===== src/rtl/core/assert_macros.svh =====
// Assertion helpers shared by the RTL. Both forms sample on clk and are
// disabled while rst_n is low.
`ifndef ASSERT_MACROS_SVH
`define ASSERT_MACROS_SVH

// Consequent must hold in the same cycle as the antecedent.
`define CSG_ASSERT_SAME(label, ante, cons, msg) \
  label: assert property (@(posedge clk) disable iff (!rst_n) (ante) |-> (cons)) \
    else $error(msg);

// Consequent must hold in the cycle after the antecedent.
`define CSG_ASSERT_NEXT(label, ante, cons, msg) \
  label: assert property (@(posedge clk) disable iff (!rst_n) (ante) |=> (cons)) \
    else $error(msg);

`endif


===== src/rtl/core/csg_pkg.sv =====
package csg_pkg;

  // Field widths
  localparam int PIXEL_W  = 16;
  localparam int GRAY_W   = 8;
  localparam int INDEX_W  = 17;
  localparam int STRIDE_W = 11;

  // Output coordinates are carried at a width that holds the largest output size
  localparam int OUT_COORD_W = 8;

  // Q16 luminance of one pixel, and the sum of four of them
  localparam int LUMA_W = 24;
  localparam int SUM_W  = 26;

  localparam logic [STRIDE_W-1:0] STRIDE_RESET = STRIDE_W'(96);

  // Default geometry
  localparam int CAPTURE_WIDTH_DEF     = 320;
  localparam int CAPTURE_HEIGHT_DEF    = 240;
  localparam int OUT_SIZE_DEF          = 96;
  localparam int CROP_LEFT_DEF         = 40;
  localparam int CROP_RIGHT_MARGIN_DEF = 80;

  // One 2x2 window that produces a result
  typedef struct packed {
    logic [PIXEL_W-1:0]     pix;
    logic [PIXEL_W-1:0]     left;
    logic [PIXEL_W-1:0]     upper_left;
    logic [OUT_COORD_W-1:0] out_row;
    logic [OUT_COORD_W-1:0] out_col;
    logic                   last;
  } csg_win_t;

  // Four luminance values plus the result tag
  typedef struct packed {
    logic [3:0][LUMA_W-1:0] luma;
    logic [INDEX_W-1:0]     index;
    logic                   last;
  } csg_lum_t;

endpackage


===== src/rtl/core/csg_luma.sv =====
module csg_luma import csg_pkg::*; (
  input  logic                clk,
  input  logic                rst_n,
  input  logic                s1_valid,
  input  csg_win_t            s1_win,
  input  logic [PIXEL_W-1:0]  s1_above,
  input  logic [STRIDE_W-1:0] stride,
  input  logic                out_en,
  output logic                s2_en,
  output logic                s2_valid,
  output csg_lum_t            s2_lum
);

  localparam int PROD_W = OUT_COORD_W + STRIDE_W;
  localparam int W_RED   = 13933;
  localparam int W_GREEN = 46871;
  localparam int W_BLUE  = 4732;

  logic               s2_valid_r;
  csg_lum_t           s2_r;
  logic [PROD_W-1:0]  row_base;
  logic [PROD_W-1:0]  index_full;

  // Q16 luminance with R and B scaled by 8 and G by 4
  function automatic logic [LUMA_W-1:0] luma_q16(input logic [PIXEL_W-1:0] p);
    logic [LUMA_W-1:0] rb;
    logic [LUMA_W-1:0] g;
    rb = LUMA_W'(p[15:11]) * LUMA_W'(W_RED) + LUMA_W'(p[4:0]) * LUMA_W'(W_BLUE);
    g  = LUMA_W'(p[10:5]) * LUMA_W'(W_GREEN);
    return (rb << 3) + (g << 2);
  endfunction

  assign s2_en = !s2_valid_r || out_en;

  // Output index, kept to 17 bits
  assign row_base   = PROD_W'(s1_win.out_row) * PROD_W'(stride);
  assign index_full = row_base + PROD_W'(s1_win.out_col);

  always_ff @(posedge clk) begin
    if (!rst_n) begin
      s2_valid_r <= 1'b0;
    end else if (s2_en) begin
      s2_valid_r <= s1_valid;
    end
  end

  always_ff @(posedge clk) begin
    if (s2_en && s1_valid) begin
      s2_r.luma[0] <= luma_q16(s1_win.upper_left);
      s2_r.luma[1] <= luma_q16(s1_above);
      s2_r.luma[2] <= luma_q16(s1_win.left);
      s2_r.luma[3] <= luma_q16(s1_win.pix);
      s2_r.index   <= index_full[INDEX_W-1:0];
      s2_r.last    <= s1_win.last;
    end
  end

  assign s2_valid = s2_valid_r;
  assign s2_lum   = s2_r;

endmodule


===== config.mk =====
export PLATFORM = sky130hd
export DESIGN_NAME = csg_luma
export DESIGN_NICKNAME = d
export VERILOG_FILES = /design/src/rtl/core/assert_macros.svh /design/src/rtl/core/csg_pkg.sv /design/src/rtl/core/csg_luma.sv
export SDC_FILE = /design/constraint.sdc
export NUM_CORES = 1
export LEC_CHECK = 0
export ABC_CLOCK_PERIOD_IN_PS = 9200
export BUFFER_PORTS_ARGS = -buffer_cell sky130_fd_sc_hd__buf_4
export CAP_MARGIN = 15
export CORE_ASPECT_RATIO = 0.6
export CORE_MARGIN = 8
export CORE_UTILIZATION = 50
export DETAILED_ROUTE_END_ITERATION = 10
export PLACE_DENSITY = 0.77
export SLEW_MARGIN = 5
export SYNTH_ARGS = -nofsm -noshare
export SYNTH_HDL_FRONTEND = slang
export SYNTH_SLANG_ARGS = --single-unit

===== constraint.sdc =====
create_clock -name clk -period 9.2 [get_ports clk]
set_input_delay 0.92 -clock clk [delete_from_list [all_inputs] [get_ports clk]]
set_output_delay 0.92 -clock clk [all_outputs]
set_load 0.02 [all_outputs]

---- Word-level counts from Yosys, hierarchy flattened ----
Cells that the tools add are included.
storage, ports and cells
  register bits ........................... 115
  input port bits ......................... 96
  output and inout bits ................... 116
  word-level logic and storage cells ...... 32
operators by class
  add/sub/neg operators ................... 9
  $mul .................................... 13
  reduce and logical (&&, ||, !) cells .... 3
operators by type and width
  kind                     count
  $add A23 B24 Y24         4
  $mul A6 B16 Y22 const B  4
  $add A19 B18 Y20         4
  $mul A5 B14 Y19 const B  4
  $mul A5 B11 Y16 const B  4
  $add A17 B8 Y17          1
  $mul A8 B11 Y17          1
  $logic_and A1 B1 Y1      1
  $logic_not A1 Y1         1
  $logic_or A1 B1 Y1       1

---- Longest topological paths before layout ----
  depth in word-level cells ............... 3
  depth in mapped cells ................... 34
  gate-level depth less buffers ........... 34

---- Least setup slack after synthesis ----
No wires, ideal clock.
  path kind ............................... input to register
  start point ............................. input port s1_above[2]
  end point ............................... register s2_r, in the netlist s2_lum[65] (data pin)
  setup time .............................. 260 ps
  arrival ................................. 8067 ps
  required time ........................... 8940 ps
  path slack .............................. 873 ps
  stages .................................. 32
  buffers on the path ..................... 0
  cells stage by stage .................... fa_1 -> inv_1 -> fa_1 -> fa_1 -> inv_1 -> ha_1 -> a21oi_1 -> o21ai_1 -> a21oi_1 -> o21a_1 -> nor2b_1 -> o21ai_0 -> a21oi_1 -> fa_1 -> fa_1 -> inv_1 -> fa_1 -> inv_1 -> ha_1 -> and2_1 -> a22o_1 -> a311oi_1 -> xnor2_1 -> ha_1 -> and2_1 -> a221o_1 -> a2111o_1 -> nand3_1 -> nand4_1 -> o211ai_1 -> xnor2_1 -> xnor2_1
on the way
  cells in the longest elaborated chain, start to end .. 3
RTL lines
  element           line            text
  from (decl)       csg_luma.sv:6   input logic [PIXEL_W-1:0] s1_above,
  $mul A5 B11 Y16   csg_luma.sv:28  rb = LUMA_W'(p[15:11]) * LUMA_W'(W_RED) + LUMA_W'(p[4:0]) * LUMA_W'(W_BLUE);
  $add A19 B18 Y20  csg_luma.sv:28
  $add A23 B24 Y24  csg_luma.sv:30  return (rb << 3) + (g << 2);
  to (decl)         csg_luma.sv:20  csg_lum_t s2_r;
No other way between the ends.
A chain may end at the register's enable or synchronous reset.

---- Worst setup path in the final report ----
Same ends and word-level chain as after synthesis.

==> impl_results.md <==
- Setup WS pre-CTS: 0.210 ns
- Clock edge transition at the registers on the reported setup and hold paths: 0.08 ns
- Hold crit path type: flip-flop to flip-flop
- Number of I/O port buffers: 203
- Num rows: 64
- CTS tree: yes
- Placed Cells: about 3700
- Setup bufs post-CTS: 0
- Wire length per cell: ~16 microns
- Tcrit/Tclk final: 0.938
- Maxcap violations: 0
- Post-route cell area: 0.0284 sq mm
- Measured slew at the worst slew-check pin: slightly below 1 ns
- Commonest non-fill, non-tap cell in the layout: inv_1
- CP Data Arrival Time: between 8 and 9 ns
- Largest net degree at the start of global routing: 65
- Tmin final: between 8 and 9 ns
- RD Place Congestion: around 0.93
- Mean number of vias per cell: about 5.4
- Die area: between 0.05 and 0.06 sq mm
- Core ar.: 0.0509 sq mm
- Yosys cell types: a little over 80
- Fraction of layout cells with a size suffix above 1: 0.0849
- Num CTS Buffers: 9
- Vias: about 20000
- Max Slew Vio Count: 0
- Post-cts sizing count: 0
- Final setup viols: 0
- Inserted Diodes: 0
- Layout Nets: 3913
- Initial antenna violation count: 1
- Mean Syn Cell Area: ~9.2 sq um
- Setup TNS: 0 ns
- Clk root buf: clkbuf_16
- Post-synth EDFFs: around 110
- Clock Path Buffers: 2
- Yosys reg bits: about 110
- Starting Density: 0.506
- P&R area growth vs syn: 10.1%
- Post-DRT Antenna Nets: 0
- CTS Sinks: around 110
- Routed wire length: between 60000 and 70000 microns
- Mapped Cells: approximately 2800
- Crit-path slowest cell: fa_1
- Synthesized cell area: 0.0257 sq mm
- Grt ovf: 0
- TritonRoute pass-1 iters: 5
- Die Span Y: ~190 microns
- Most frequent CP cell: fa_1
- CTS Hold Buffers Added: 0
- Fmax: approximately 120 MHz
- Number of remaining DRC errors: 0
- Ys async rst share: 0
- Htree depth: 3
- Post-synth top flop: edfxtp_1
- DP HPWL: 52800 microns
- # IOs: between 200 and 250
- CP Capture Type: flip-flop
- Status: finished clean
- Die Span X: around 300 microns
- CP peak stage delay: 0.62 ns
- Number of DRC markers in iteration 0: 1467
- Layout Skew: 0.0133 ns
- Non-filler cells, final: 3707
- Yosys Warn Count: 0
- Critical path class: input port to flip-flop
- Total track usage: 0.206
- CP startpoint kind: input port
- Crit path max fanout: 7
- Vias in the first global route: 19221
- Rel. slew slack: 0.353
- Most frequent cells in the layout: inv_1, ha_1, fa_1
- Final hold vios: 0
- Reg2reg setup slack: 6.94 ns
- Share of the yosys chip area belonging to registers: 0.124
- WP data required: between 9 and 10 ns
- Worst-Skew Late Latency: around 0.40 ns
- Placed Area: about 0.028 sq mm
- Final worst-path setup slack: between 0.5 and 0.6 ns
- First-pass GRT wire length: 99500 microns
- RSZ-0062 raised after global routing: false
[flip-flops by register name, indices dropped and copies added, names as in the netlist]
name,count
s2_lum,106
s2_valid,1
[synthesized netlist by cell type, types with 4 or more instances]
cell | count | area share
nor2b_1 | 26 | 0.0063
nand3_1 | 33 | 0.0064
a211oi_1 | 12 | 0.0035
a31oi_1 | 9 | 0.0022
a2111oi_0 | 5 | 0.0017
o21bai_1 | 34 | 0.0099
o21a_1 | 25 | 0.0073
nor4_1 | 6 | 0.0015
mux2i_1 | 5 | 0.0019
fa_1 | 273 | 0.21
or3_1 | 17 | 0.0041
a31o_1 | 6 | 0.0020
or2_2 | 14 | 0.0034
a41oi_1 | 4 | 0.0014
o21ai_0 | 65 | 0.013
o41ai_1 | 5 | 0.0017
o211ai_1 | 14 | 0.0041
clkbuf_1 | 10 | 0.0015
nand2b_1 | 14 | 0.0034
a41o_1 | 4 | 0.0016
inv_1 | 590 | 0.086
a21o_1 | 67 | 0.020
xnor2_1 | 188 | 0.064
nor2_1 | 120 | 0.017
o22ai_1 | 4 | 0.00097
or4_1 | 4 | 0.0012
and2_1 | 44 | 0.011
o21ai_1 | 29 | 0.0056
a2111o_1 | 5 | 0.0022
buf_4 | 8 | 0.0023
nor3_1 | 55 | 0.011
a21oi_1 | 176 | 0.034
nand2_1 | 131 | 0.019
ha_1 | 535 | 0.26
nand4_1 | 9 | 0.0022
edfxtp_1 | 106 | 0.12
o31a_1 | 5 | 0.0017
a31o_2 | 7 | 0.0024
xor2_1 | 41 | 0.014
a21boi_0 | 6 | 0.0017
and3_1 | 23 | 0.0056
nor3b_1 | 7 | 0.0020
o31ai_1 | 8 | 0.0023
[path summary, 6_finish.rpt]
| path | start | to | cells past startpoint |
|---|---|---|---|
| worst max-delay path | s1_above[2] | s2_lum[65] | 33 |
| worst min-delay path | s2_valid | s2_valid | 2 |
| worst max register to register | s2_valid | s2_lum[63] | 3 |
| worst min register to register | s2_valid | s2_valid | 2 |
[final cells by class]
| cell class | instances | area [sq um] |
|---|---|---|
| clock inverter | 7 | 63.8 |
| sequential | 107 | 3200 |
| tap | 693 | 867 |
| inverter | 590 | 2210 |
| fill | 4592 | 22600 |
| multi-input combinational | 2096 | 20200 |
| clock buffer | 9 | 225 |
| timing repair buffer | 205 | 1540 |
[routing by layer]
layer	track usage	share of wire	vias up
li1	-	-	9800
met1	0.325	0.52	9473
met2	0.286	0.39	550
met3	0.0461	0.073	38
met4	0.0338	0.012	0
met5	0	0	-
[cell families (layout without fill, tap and decap cells)]
logic type	count (synthesis)	in the layout	share of synthesized area
adders and majority gates	808	808	0.472
other	1	8	0.000146
DFF	107	107	0.124
xor gates and xnor gates	229	229	0.0779
muxes	5	5	0.00194
AOI/OAI and AO/OA	531	531	0.135
and+or+nand+nor	515	515	0.0981
buffers and inverters	611	811	0.0904
[worst max-delay path: cells and delay by family]
| family | cells | cell delay, ns |
|---|---|---|
| xor gates and xnor gates | 3 | 0.42 |
| buffers and inverters | 5 | 0.39 |
| and+or+nand+nor | 5 | 0.62 |
| adders and majority gates | 9 | 3.96 |
| AOI/OAI and AO/OA | 11 | 2.44 |
[metrics by stage]
step | util | hold slack (ns)
CTS | 0.557 | 0.567
global route | 0.557 | 0.599
global placement | 0.551 | 0.534
finish | 0.557 | 0.560
detailed placement | 0.551 | 0.559
floorplan | - | 0.750
Power is not shown: default switching activity piles up to over one toggle a cycle in this logic, so the estimate is an artifact.
