$ cat src/rtl/core/assert_macros.svh
// Assertion helpers shared by the RTL. Both forms sample on clk and are
// disabled while rst_n is low.
`ifndef ASSERT_MACROS_SVH
`define ASSERT_MACROS_SVH

// Consequent must hold in the same cycle as the antecedent.
`define CSG_ASSERT_SAME(label, ante, cons, msg) \
  label: assert property (@(posedge clk) disable iff (!rst_n) (ante) |-> (cons)) \
    else $error(msg);

// Consequent must hold in the cycle after the antecedent.
`define CSG_ASSERT_NEXT(label, ante, cons, msg) \
  label: assert property (@(posedge clk) disable iff (!rst_n) (ante) |=> (cons)) \
    else $error(msg);

`endif

$ cat src/rtl/core/csg_pkg.sv
package csg_pkg;

  // Field widths
  localparam int PIXEL_W  = 16;
  localparam int GRAY_W   = 8;
  localparam int INDEX_W  = 17;
  localparam int STRIDE_W = 11;

  // Output coordinates are carried at a width that holds the largest output size
  localparam int OUT_COORD_W = 8;

  // Q16 luminance of one pixel, and the sum of four of them
  localparam int LUMA_W = 24;
  localparam int SUM_W  = 26;

  localparam logic [STRIDE_W-1:0] STRIDE_RESET = STRIDE_W'(96);

  // Default geometry
  localparam int CAPTURE_WIDTH_DEF     = 320;
  localparam int CAPTURE_HEIGHT_DEF    = 240;
  localparam int OUT_SIZE_DEF          = 96;
  localparam int CROP_LEFT_DEF         = 40;
  localparam int CROP_RIGHT_MARGIN_DEF = 80;

  // One 2x2 window that produces a result
  typedef struct packed {
    logic [PIXEL_W-1:0]     pix;
    logic [PIXEL_W-1:0]     left;
    logic [PIXEL_W-1:0]     upper_left;
    logic [OUT_COORD_W-1:0] out_row;
    logic [OUT_COORD_W-1:0] out_col;
    logic                   last;
  } csg_win_t;

  // Four luminance values plus the result tag
  typedef struct packed {
    logic [3:0][LUMA_W-1:0] luma;
    logic [INDEX_W-1:0]     index;
    logic                   last;
  } csg_lum_t;

endpackage

$ cat src/rtl/core/csg_gray_if.sv
interface csg_gray_if import csg_pkg::*; ();
  logic               valid;
  logic               ready;
  logic [GRAY_W-1:0]  gray;
  logic [INDEX_W-1:0] out_index;
  logic               last;

  modport source (output valid, gray, out_index, last, input ready);
  modport sink   (input valid, gray, out_index, last, output ready);
endinterface

$ cat src/rtl/core/csg_out.sv
module csg_out import csg_pkg::*; (
  input  logic       clk,
  input  logic       rst_n,
  input  logic       s2_valid,
  input  csg_lum_t   s2_lum,
  output logic       out_en,
  csg_gray_if.source out_ch
);

  localparam int GRAY_SHIFT  = 18;
  localparam int GRAY_OFFSET = 128;
  localparam logic [SUM_W:0] OFFSET_Q = (SUM_W+1)'(GRAY_OFFSET) << GRAY_SHIFT;

  logic [SUM_W-1:0]   sum;
  logic [SUM_W:0]     diff;
  logic [SUM_W:0]     mag;
  logic [SUM_W:0]     quot;
  logic [GRAY_W-1:0]  quot8;
  logic [GRAY_W-1:0]  gray;
  logic               neg;

  logic               valid_r;
  logic [GRAY_W-1:0]  gray_r;
  logic [INDEX_W-1:0] index_r;
  logic               last_r;

  // Average of four, minus 128, truncated toward zero
  assign sum   = SUM_W'(s2_lum.luma[0]) + SUM_W'(s2_lum.luma[1]) +
                 SUM_W'(s2_lum.luma[2]) + SUM_W'(s2_lum.luma[3]);
  assign diff  = {1'b0, sum} - OFFSET_Q;
  assign neg   = diff[SUM_W];
  assign mag   = neg ? -diff : diff;
  assign quot  = mag >> GRAY_SHIFT;
  assign quot8 = quot[GRAY_W-1:0];
  assign gray  = neg ? -quot8 : quot8;

  assign out_en = !valid_r || out_ch.ready;

  always_ff @(posedge clk) begin
    if (!rst_n) begin
      valid_r <= 1'b0;
    end else if (out_en) begin
      valid_r <= s2_valid;
    end
  end

  always_ff @(posedge clk) begin
    if (out_en && s2_valid) begin
      gray_r  <= gray;
      index_r <= s2_lum.index;
      last_r  <= s2_lum.last;
    end
  end

  assign out_ch.valid     = valid_r;
  assign out_ch.gray      = gray_r;
  assign out_ch.out_index = index_r;
  assign out_ch.last      = last_r;

endmodule

$ cat src/flat_wrapper.sv
// flat-port wrapper written by rule: the top's interface ports become plain ports
module csg_out_flat import csg_pkg::*;
  (clk, rst_n, s2_valid, s2_lum, out_en, out_ch_valid, out_ch_gray, out_ch_out_index, out_ch_last, out_ch_ready);
  csg_gray_if out_ch_i ();
  input  logic clk;
  input  logic rst_n;
  input  logic s2_valid;
  input  csg_lum_t s2_lum;
  output logic out_en;
  output wire logic [$bits(out_ch_i.valid)-1:0] out_ch_valid;
  output wire logic [$bits(out_ch_i.gray)-1:0] out_ch_gray;
  output wire logic [$bits(out_ch_i.out_index)-1:0] out_ch_out_index;
  output wire logic [$bits(out_ch_i.last)-1:0] out_ch_last;
  input wire logic [$bits(out_ch_i.ready)-1:0] out_ch_ready;
  assign out_ch_valid = out_ch_i.valid;
  assign out_ch_gray = out_ch_i.gray;
  assign out_ch_out_index = out_ch_i.out_index;
  assign out_ch_last = out_ch_i.last;
  assign out_ch_i.ready = out_ch_ready;
  csg_out u_core (.clk(clk), .rst_n(rst_n), .s2_valid(s2_valid), .s2_lum(s2_lum), .out_en(out_en), .out_ch(out_ch_i));
endmodule
$ cat config.mk
export PLATFORM = sky130hd
export DESIGN_NAME = csg_out_flat
export DESIGN_NICKNAME = d
export VERILOG_FILES = /design/src/rtl/core/assert_macros.svh /design/src/rtl/core/csg_pkg.sv /design/src/rtl/core/csg_gray_if.sv /design/src/rtl/core/csg_out.sv /design/src/flat_wrapper.sv
export SDC_FILE = /design/constraint.sdc
export NUM_CORES = 1
export LEC_CHECK = 0
export BUFFER_PORTS_ARGS = -buffer_cell sky130_fd_sc_hd__buf_4
export CAP_MARGIN = 25
export CELL_PAD_IN_SITES_DETAIL_PLACEMENT = 0
export CELL_PAD_IN_SITES_GLOBAL_PLACEMENT = 1
export CORE_MARGIN = 8
export CORE_UTILIZATION = 31
export DETAILED_ROUTE_END_ITERATION = 16
export PLACE_DENSITY_LB_ADDON = 0.1
export SETUP_SLACK_MARGIN = 0.05
export SYNTH_ARGS = -nofsm -noshare
export SYNTH_HDL_FRONTEND = slang
export SYNTH_SLANG_ARGS = --single-unit
$ cat constraint.sdc
create_clock -name clk -period 7 [get_ports clk]
set_clock_uncertainty 0.05 [all_clocks]
set_input_delay 0.35 -clock clk [delete_from_list [all_inputs] [get_ports clk]]
set_output_delay 0.35 -clock clk [all_outputs]
set_load 0.02 [all_outputs]
==> Word level (Yosys, flattened, before mapping) <==
Index checks and enable logic that the tools add are counted.
{ "op_classes": {"n_reduce_logical": 3, "add_sub_neg": 6, "muxes": 2} }
{ "op_table": {"columns": ["op", "count"], "rows": [
  ["$add 26x24->26", 2],
  ["$sub 26x26->27 const B", 1],
  ["$mux 26", 1],
  ["$neg 26->26", 1],
  ["$add 24x24->25", 1],
  ["$mux 8", 1],
  ["$neg 8->8", 1],
  ["$logic_and 1x1->1", 1],
  ["$logic_not 1->1", 1],
  ["$logic_or 1x1->1", 1]
]} }
{ "totals": {"reg_bits": 27, "wordCells": 15, "output_inout_bits": 28} }

==> Longest topological paths before layout <==
{ "logic_depth": {"depth_word": 8, "depth_mapped": 30, "mapped_depth_nobuf": 29} }

==> Least setup slack after synthesis <==
No wires, ideal clock.
{ "synth_path": {"path_type": "in2reg", "from": "input s2_lum[18] (netlist name)", "to": "register u_core.gray_r[4] (netlist: u_core.out_ch.gray[4]) (data pin)", "arrival_ns": 5.739, "path_buffers": 0, "required_ns": 6.678, "path_slack_ns": 0.939, "setup_time_ns": 0.272, "path_stages": 28, "path_cell_list": "ha_1 fa_1 a21o_1 a21oi_1 o21bai_1 a21oi_1 o21bai_1 a31o_2 a41oi_1 nor2b_1 xor2_1 fa_1 inv_1 ha_1 o21a_1 o21a_1 a31oi_1 nand2_1 a31oi_1 o31ai_4 nor2_1 xor2_1 inv_1 ha_1 nor4_1 nand2_1 a21oi_1 xnor2_1"} }
{ "synth_between": {"elab_chain_len": 8} }
{ "synth_rtl": {"columns": ["element", "line", "text"], "rows": [
  ["start: declaration", "flat_wrapper.sv:8", "input csg_lum_t s2_lum;"],
  ["$add 24x24->25 *", "csg_out.sv:28", "assign sum = SUM_W'(s2_lum.luma[0]) + SUM_W'(s2_lum.luma[1]) +"],
  ["$add 26x24->26 *", "csg_out.sv:28", null],
  ["$add 26x24->26 *", "csg_out.sv:29", "SUM_W'(s2_lum.luma[2]) + SUM_W'(s2_lum.luma[3]);"],
  ["$sub 26x26->27 *", "csg_out.sv:30", "assign diff = {1'b0, sum} - OFFSET_Q;"],
  ["$neg 26->26", "csg_out.sv:32", "assign mag = neg ? -diff : diff;"],
  ["$mux 26", "csg_out.sv:32", null],
  ["$neg 8->8", "csg_out.sv:35", "assign gray = neg ? -quot8 : quot8;"],
  ["$mux 8 *", "csg_out.sv:35", null],
  ["named net u_core.gray[4]", "csg_out.sv:19", "logic [GRAY_W-1:0] gray;"],
  ["end signal: assignment", "csg_out.sv:49", "gray_r <= gray;"],
  ["end: declaration", "csg_out.sv:23", "logic [GRAY_W-1:0] gray_r;"]
]} }
Mark *: on every way through the listed nets, which the timed path passes. The rest lies on a longest branch.
A chain may end at the register's enable or synchronous reset.

==> Worst setup path after layout <==
Same ends and word-level chain as after synthesis.

==> results.txt <==
----------------------------------------------------
[STA]
  Count of endpoints failing hold in the final timing report ... 0
  Max Fclk ... 156 MHz
  Unrepaired setup endpoints after global routing ... no
  Final setup TNS ... 0 ns
  Post-layout min period ... 6.42 ns
  Worst max-slew margin expressed relative to the limit ... 58.9%
  Worst Hold Slack ... 0.219 ns
  Pins Over Slew Limit ... 0
  Total setup violations reported at the end of the flow ... 0
  Slew at the pin closest to its max-slew limit ... 0.616 ns
  Final cycle utilization of the critical path ... 91.7%

[Worst hold path]
  Hold Path Depth ... 1
  WHS Endpoint ... u_core.out_ch.out_index[15]
  HP Start ... s2_lum[16]
  Type of the worst min-delay path ... in2reg

[Drt]
  Average wire per standard cell ... 13.4 um
  Routed vias ... 4,035
  First DRT Iteration DRCs ... 197
  Pre-Repair DR Iteration Count ... 4
  Via-to-Cell Ratio ... 4.84
  Post-route ant nets ... 0
  Wire length reported by the detailed router ... 11,200 um
  # DRC ... 0

[Yosys]
  Number of enable flip-flop cells after synthesis ... 26
  Sequential share of the synthesized area ... 18.2%
  Number of synthesized register bits ... 27
  Total number of yosys warnings ... 0
  Cell type with the largest total area after synthesis ... edfxtp_1
  Gate Count Post-Synth ... 508
  Leading register cell type out of synthesis ... edfxtp_1
  Syn_nets ... 701
  Cell variety after synth ... 73
  Mean post-synth cell area ... 8.67 um^2
  Mapped cell area ... 4400 um^2
  Post-synthesis async set-or-reset flop share ... 0%
  Yosys top cell area share ... 17.7%
  Largest cells by area after synthesis ... edfxtp_1 (18%), ha_1 (14%), fa_1 (12%)

[Global routing]
  Residual overflow from global routing ... 0
  Maximum number of pins on one net before global-route repair ... 16
  Vias in the first global route ... 4,209
  Wire length of the first global-routing pass ... 19,000 um
  Number of antenna violations at the first check in global routing ... 0
  All-Layer GR Usage ... 12.0%

[Setup path]
  Startpoint of the lowest-slack register-to-register path ... u_core.out_ch.valid
  Most common cell on crit path ... ha_1
  Data arrival time of the worst path ... 6.36 ns
  Category of the worst setup path capture point ... flop
  Worst R2R End ... u_core.out_ch.out_index[1]
  Number of cells on the worst reg-to-reg path ... 3
  Setup slack, reg-to-reg ... 5.48 ns
  Critical path required time ... 6.94 ns
  Worst path slowest cell ... fa_1
  Path type of the worst setup path ... in2reg
  Critical path fanouts, max ... 6
  Biggest cell delay along the critical path ... 0.48 ns
  Kind of start point of the critical path ... input port

[Clock tree]
  Maximum buffer depth of the clock tree ... 2
  Clock net sink count ... 27
  Clock tree from TritonCTS ... yes
  Cell at the root of the clock tree ... clkbuf_16
  Buffers inserted during post-CTS setup optimization ... 0
  Clock Pin Slew Worst Setup and Hold Paths ... 0.06 ns
  Number of buffers inserted during clock tree synthesis ... 3
  Clk Latency, worst-skew pair ... 0.25 ns
  H-tree lvl count ... 1
  Hold buffer count at cts ... 0

[Placed design]
  HPWL after DPL ... 9830 um
  Cell area after placement ... 5710 um^2
  I/O Buffers ... 145
  Last weighted congestion value of the routability-driven placer ... 0.833

[Layout]
  Share of layout cells above drive strength 1 ... 28.9%
  Antenna Cells ... 0
  Finished layout cell area ... 5820 um^2
  Fraction of the core area covered by cells at the end of the flow ... 41.9%
  Most frequent cells in the layout ... buf_4 (148), inv_1 (103), ha_1 (47)
  Most common library cell in the layout ignoring fill and taps ... buf_4
  Area delta synth->final ... 32.1%
  Final layout net count ... 848

[Floorplanning]
  Row cnt ... 43
  Core ar. ... 13,900 um^2
  Effective utilization at floorplan ... 31.7%
  IO Pins ... 146
  Floorplan die area ... 18,300 um^2
  Horizontal extent of the die ... 135 um
  Die H ... 135 um

[Power and ir drop]
  Leakage power ... 2.87 nW
  Pwr Density ... 279 nW/um^2
  IR drop worst, VDD ... 0.000125 V
  Post-layout total power ... 1.62 mW

[Status]
  Outcome ... complete, no violations

[Flow run]
  Max-capacitance violation count ... 0

----------------------------------------------------
[power breakdown]
part,internal (mW),leakage (nW),total (mW),switching [mW]
registers,0.233,0.259,0.241,0.00787
logic,0.544,2.57,1.26,0.717
clock network,0.0768,0.0409,0.123,0.0464
total,0.853,2.87,1.62,0.772
[what timing repair did]
item / 4_1_cts / 5_1_grt
gates resized for setup: 0 / 7
endpoints found under the hold margin: 0 / 0
endpoints found under the setup margin: 0 / 2
[final cells by class]
class	count	area, um^2
multi-input cells	371	3200
well taps	180	225
clock inverters	1	5.00
clock buffers	3	75.1
inverters	103	387
repair buffers	149	1130
flip-flops and latches	27	801
fillers	1429	8060
[synth_stat cells, types with 6 or more instances]
cell type	number
xnor2_1	24
xor2_1	14
nor2b_1	6
nand2_1	22
fa_1	26
edfxtp_1	26
nor3_1	11
a21o_1	18
o21ai_0	18
o21a_1	13
inv_1	103
a21oi_1	36
nand3_1	8
ha_1	49
nand4_1	11
and3_1	6
nor2_1	19
[how the worst max path moves through the flow]
stage	startpoint	endpoint	slack [ns]	depth (start not counted)
finish	s2_lum[18]	u_core.out_ch.gray[4]	0.58	29
global route	s2_lum[18]	u_core.out_ch.gray[4]	0.05	30
CTS	s2_lum[18]	u_core.out_ch.gray[4]	0.32	29
detailed placement	s2_lum[18]	u_core.out_ch.gray[4]	0.06	29
global placement	s2_lum[18]	u_core.out_ch.gray[4]	0.24	29
floorplan	s2_lum[18]	u_core.out_ch.gray[4]	0.94	28
[layer usage]
layer  GRT usage, %  share of wire (%)  vias to the layer above
li1               -                  -                     2064
met1           15.6                 46                     1831
met2           20.8                 47                      132
met3           1.74                6.4                        8
met4           1.60               0.64                        0
met5              0                  0                        -
[metrics by stage]
step                instances  setup WS, ns
floorplan                 508         0.939
global placement          829         0.243
detailed placement        830        0.0639
CTS                       834         0.322
global route              834        0.0466
finish                    834         0.584
[cell families after synthesis]
logic type / count (synthesis) / share of synthesized area [%]
compound gates: 140 / 23.3
simple gates: 114 / 14.2
buf+inv: 110 / 9.91
fa+ha+maj: 75 / 25.7
xor+xnor: 39 / 7.93
flops: 27 / 18.2
mux: 3 / 0.710
[sequential cells by signal, indices dropped and copies added (netlist names)]
register / count
u_core.out_ch.last: 1
u_core.out_ch.out_index: 17
u_core.out_ch.valid: 1
u_core.out_ch.gray: 8
[worst max-delay path, delay by kind of cell]
family / cells / cell delay, ns
adder cells (fa/ha/maj): 5 / 1.71
AND/OR/NAND/NOR: 5 / 0.97
AO/OA/AOI/OAI: 13 / 2.76
buffers and inverters: 3 / 0.22
XOR/XNOR: 3 / 0.36
(Power assumes the default switching activity.)
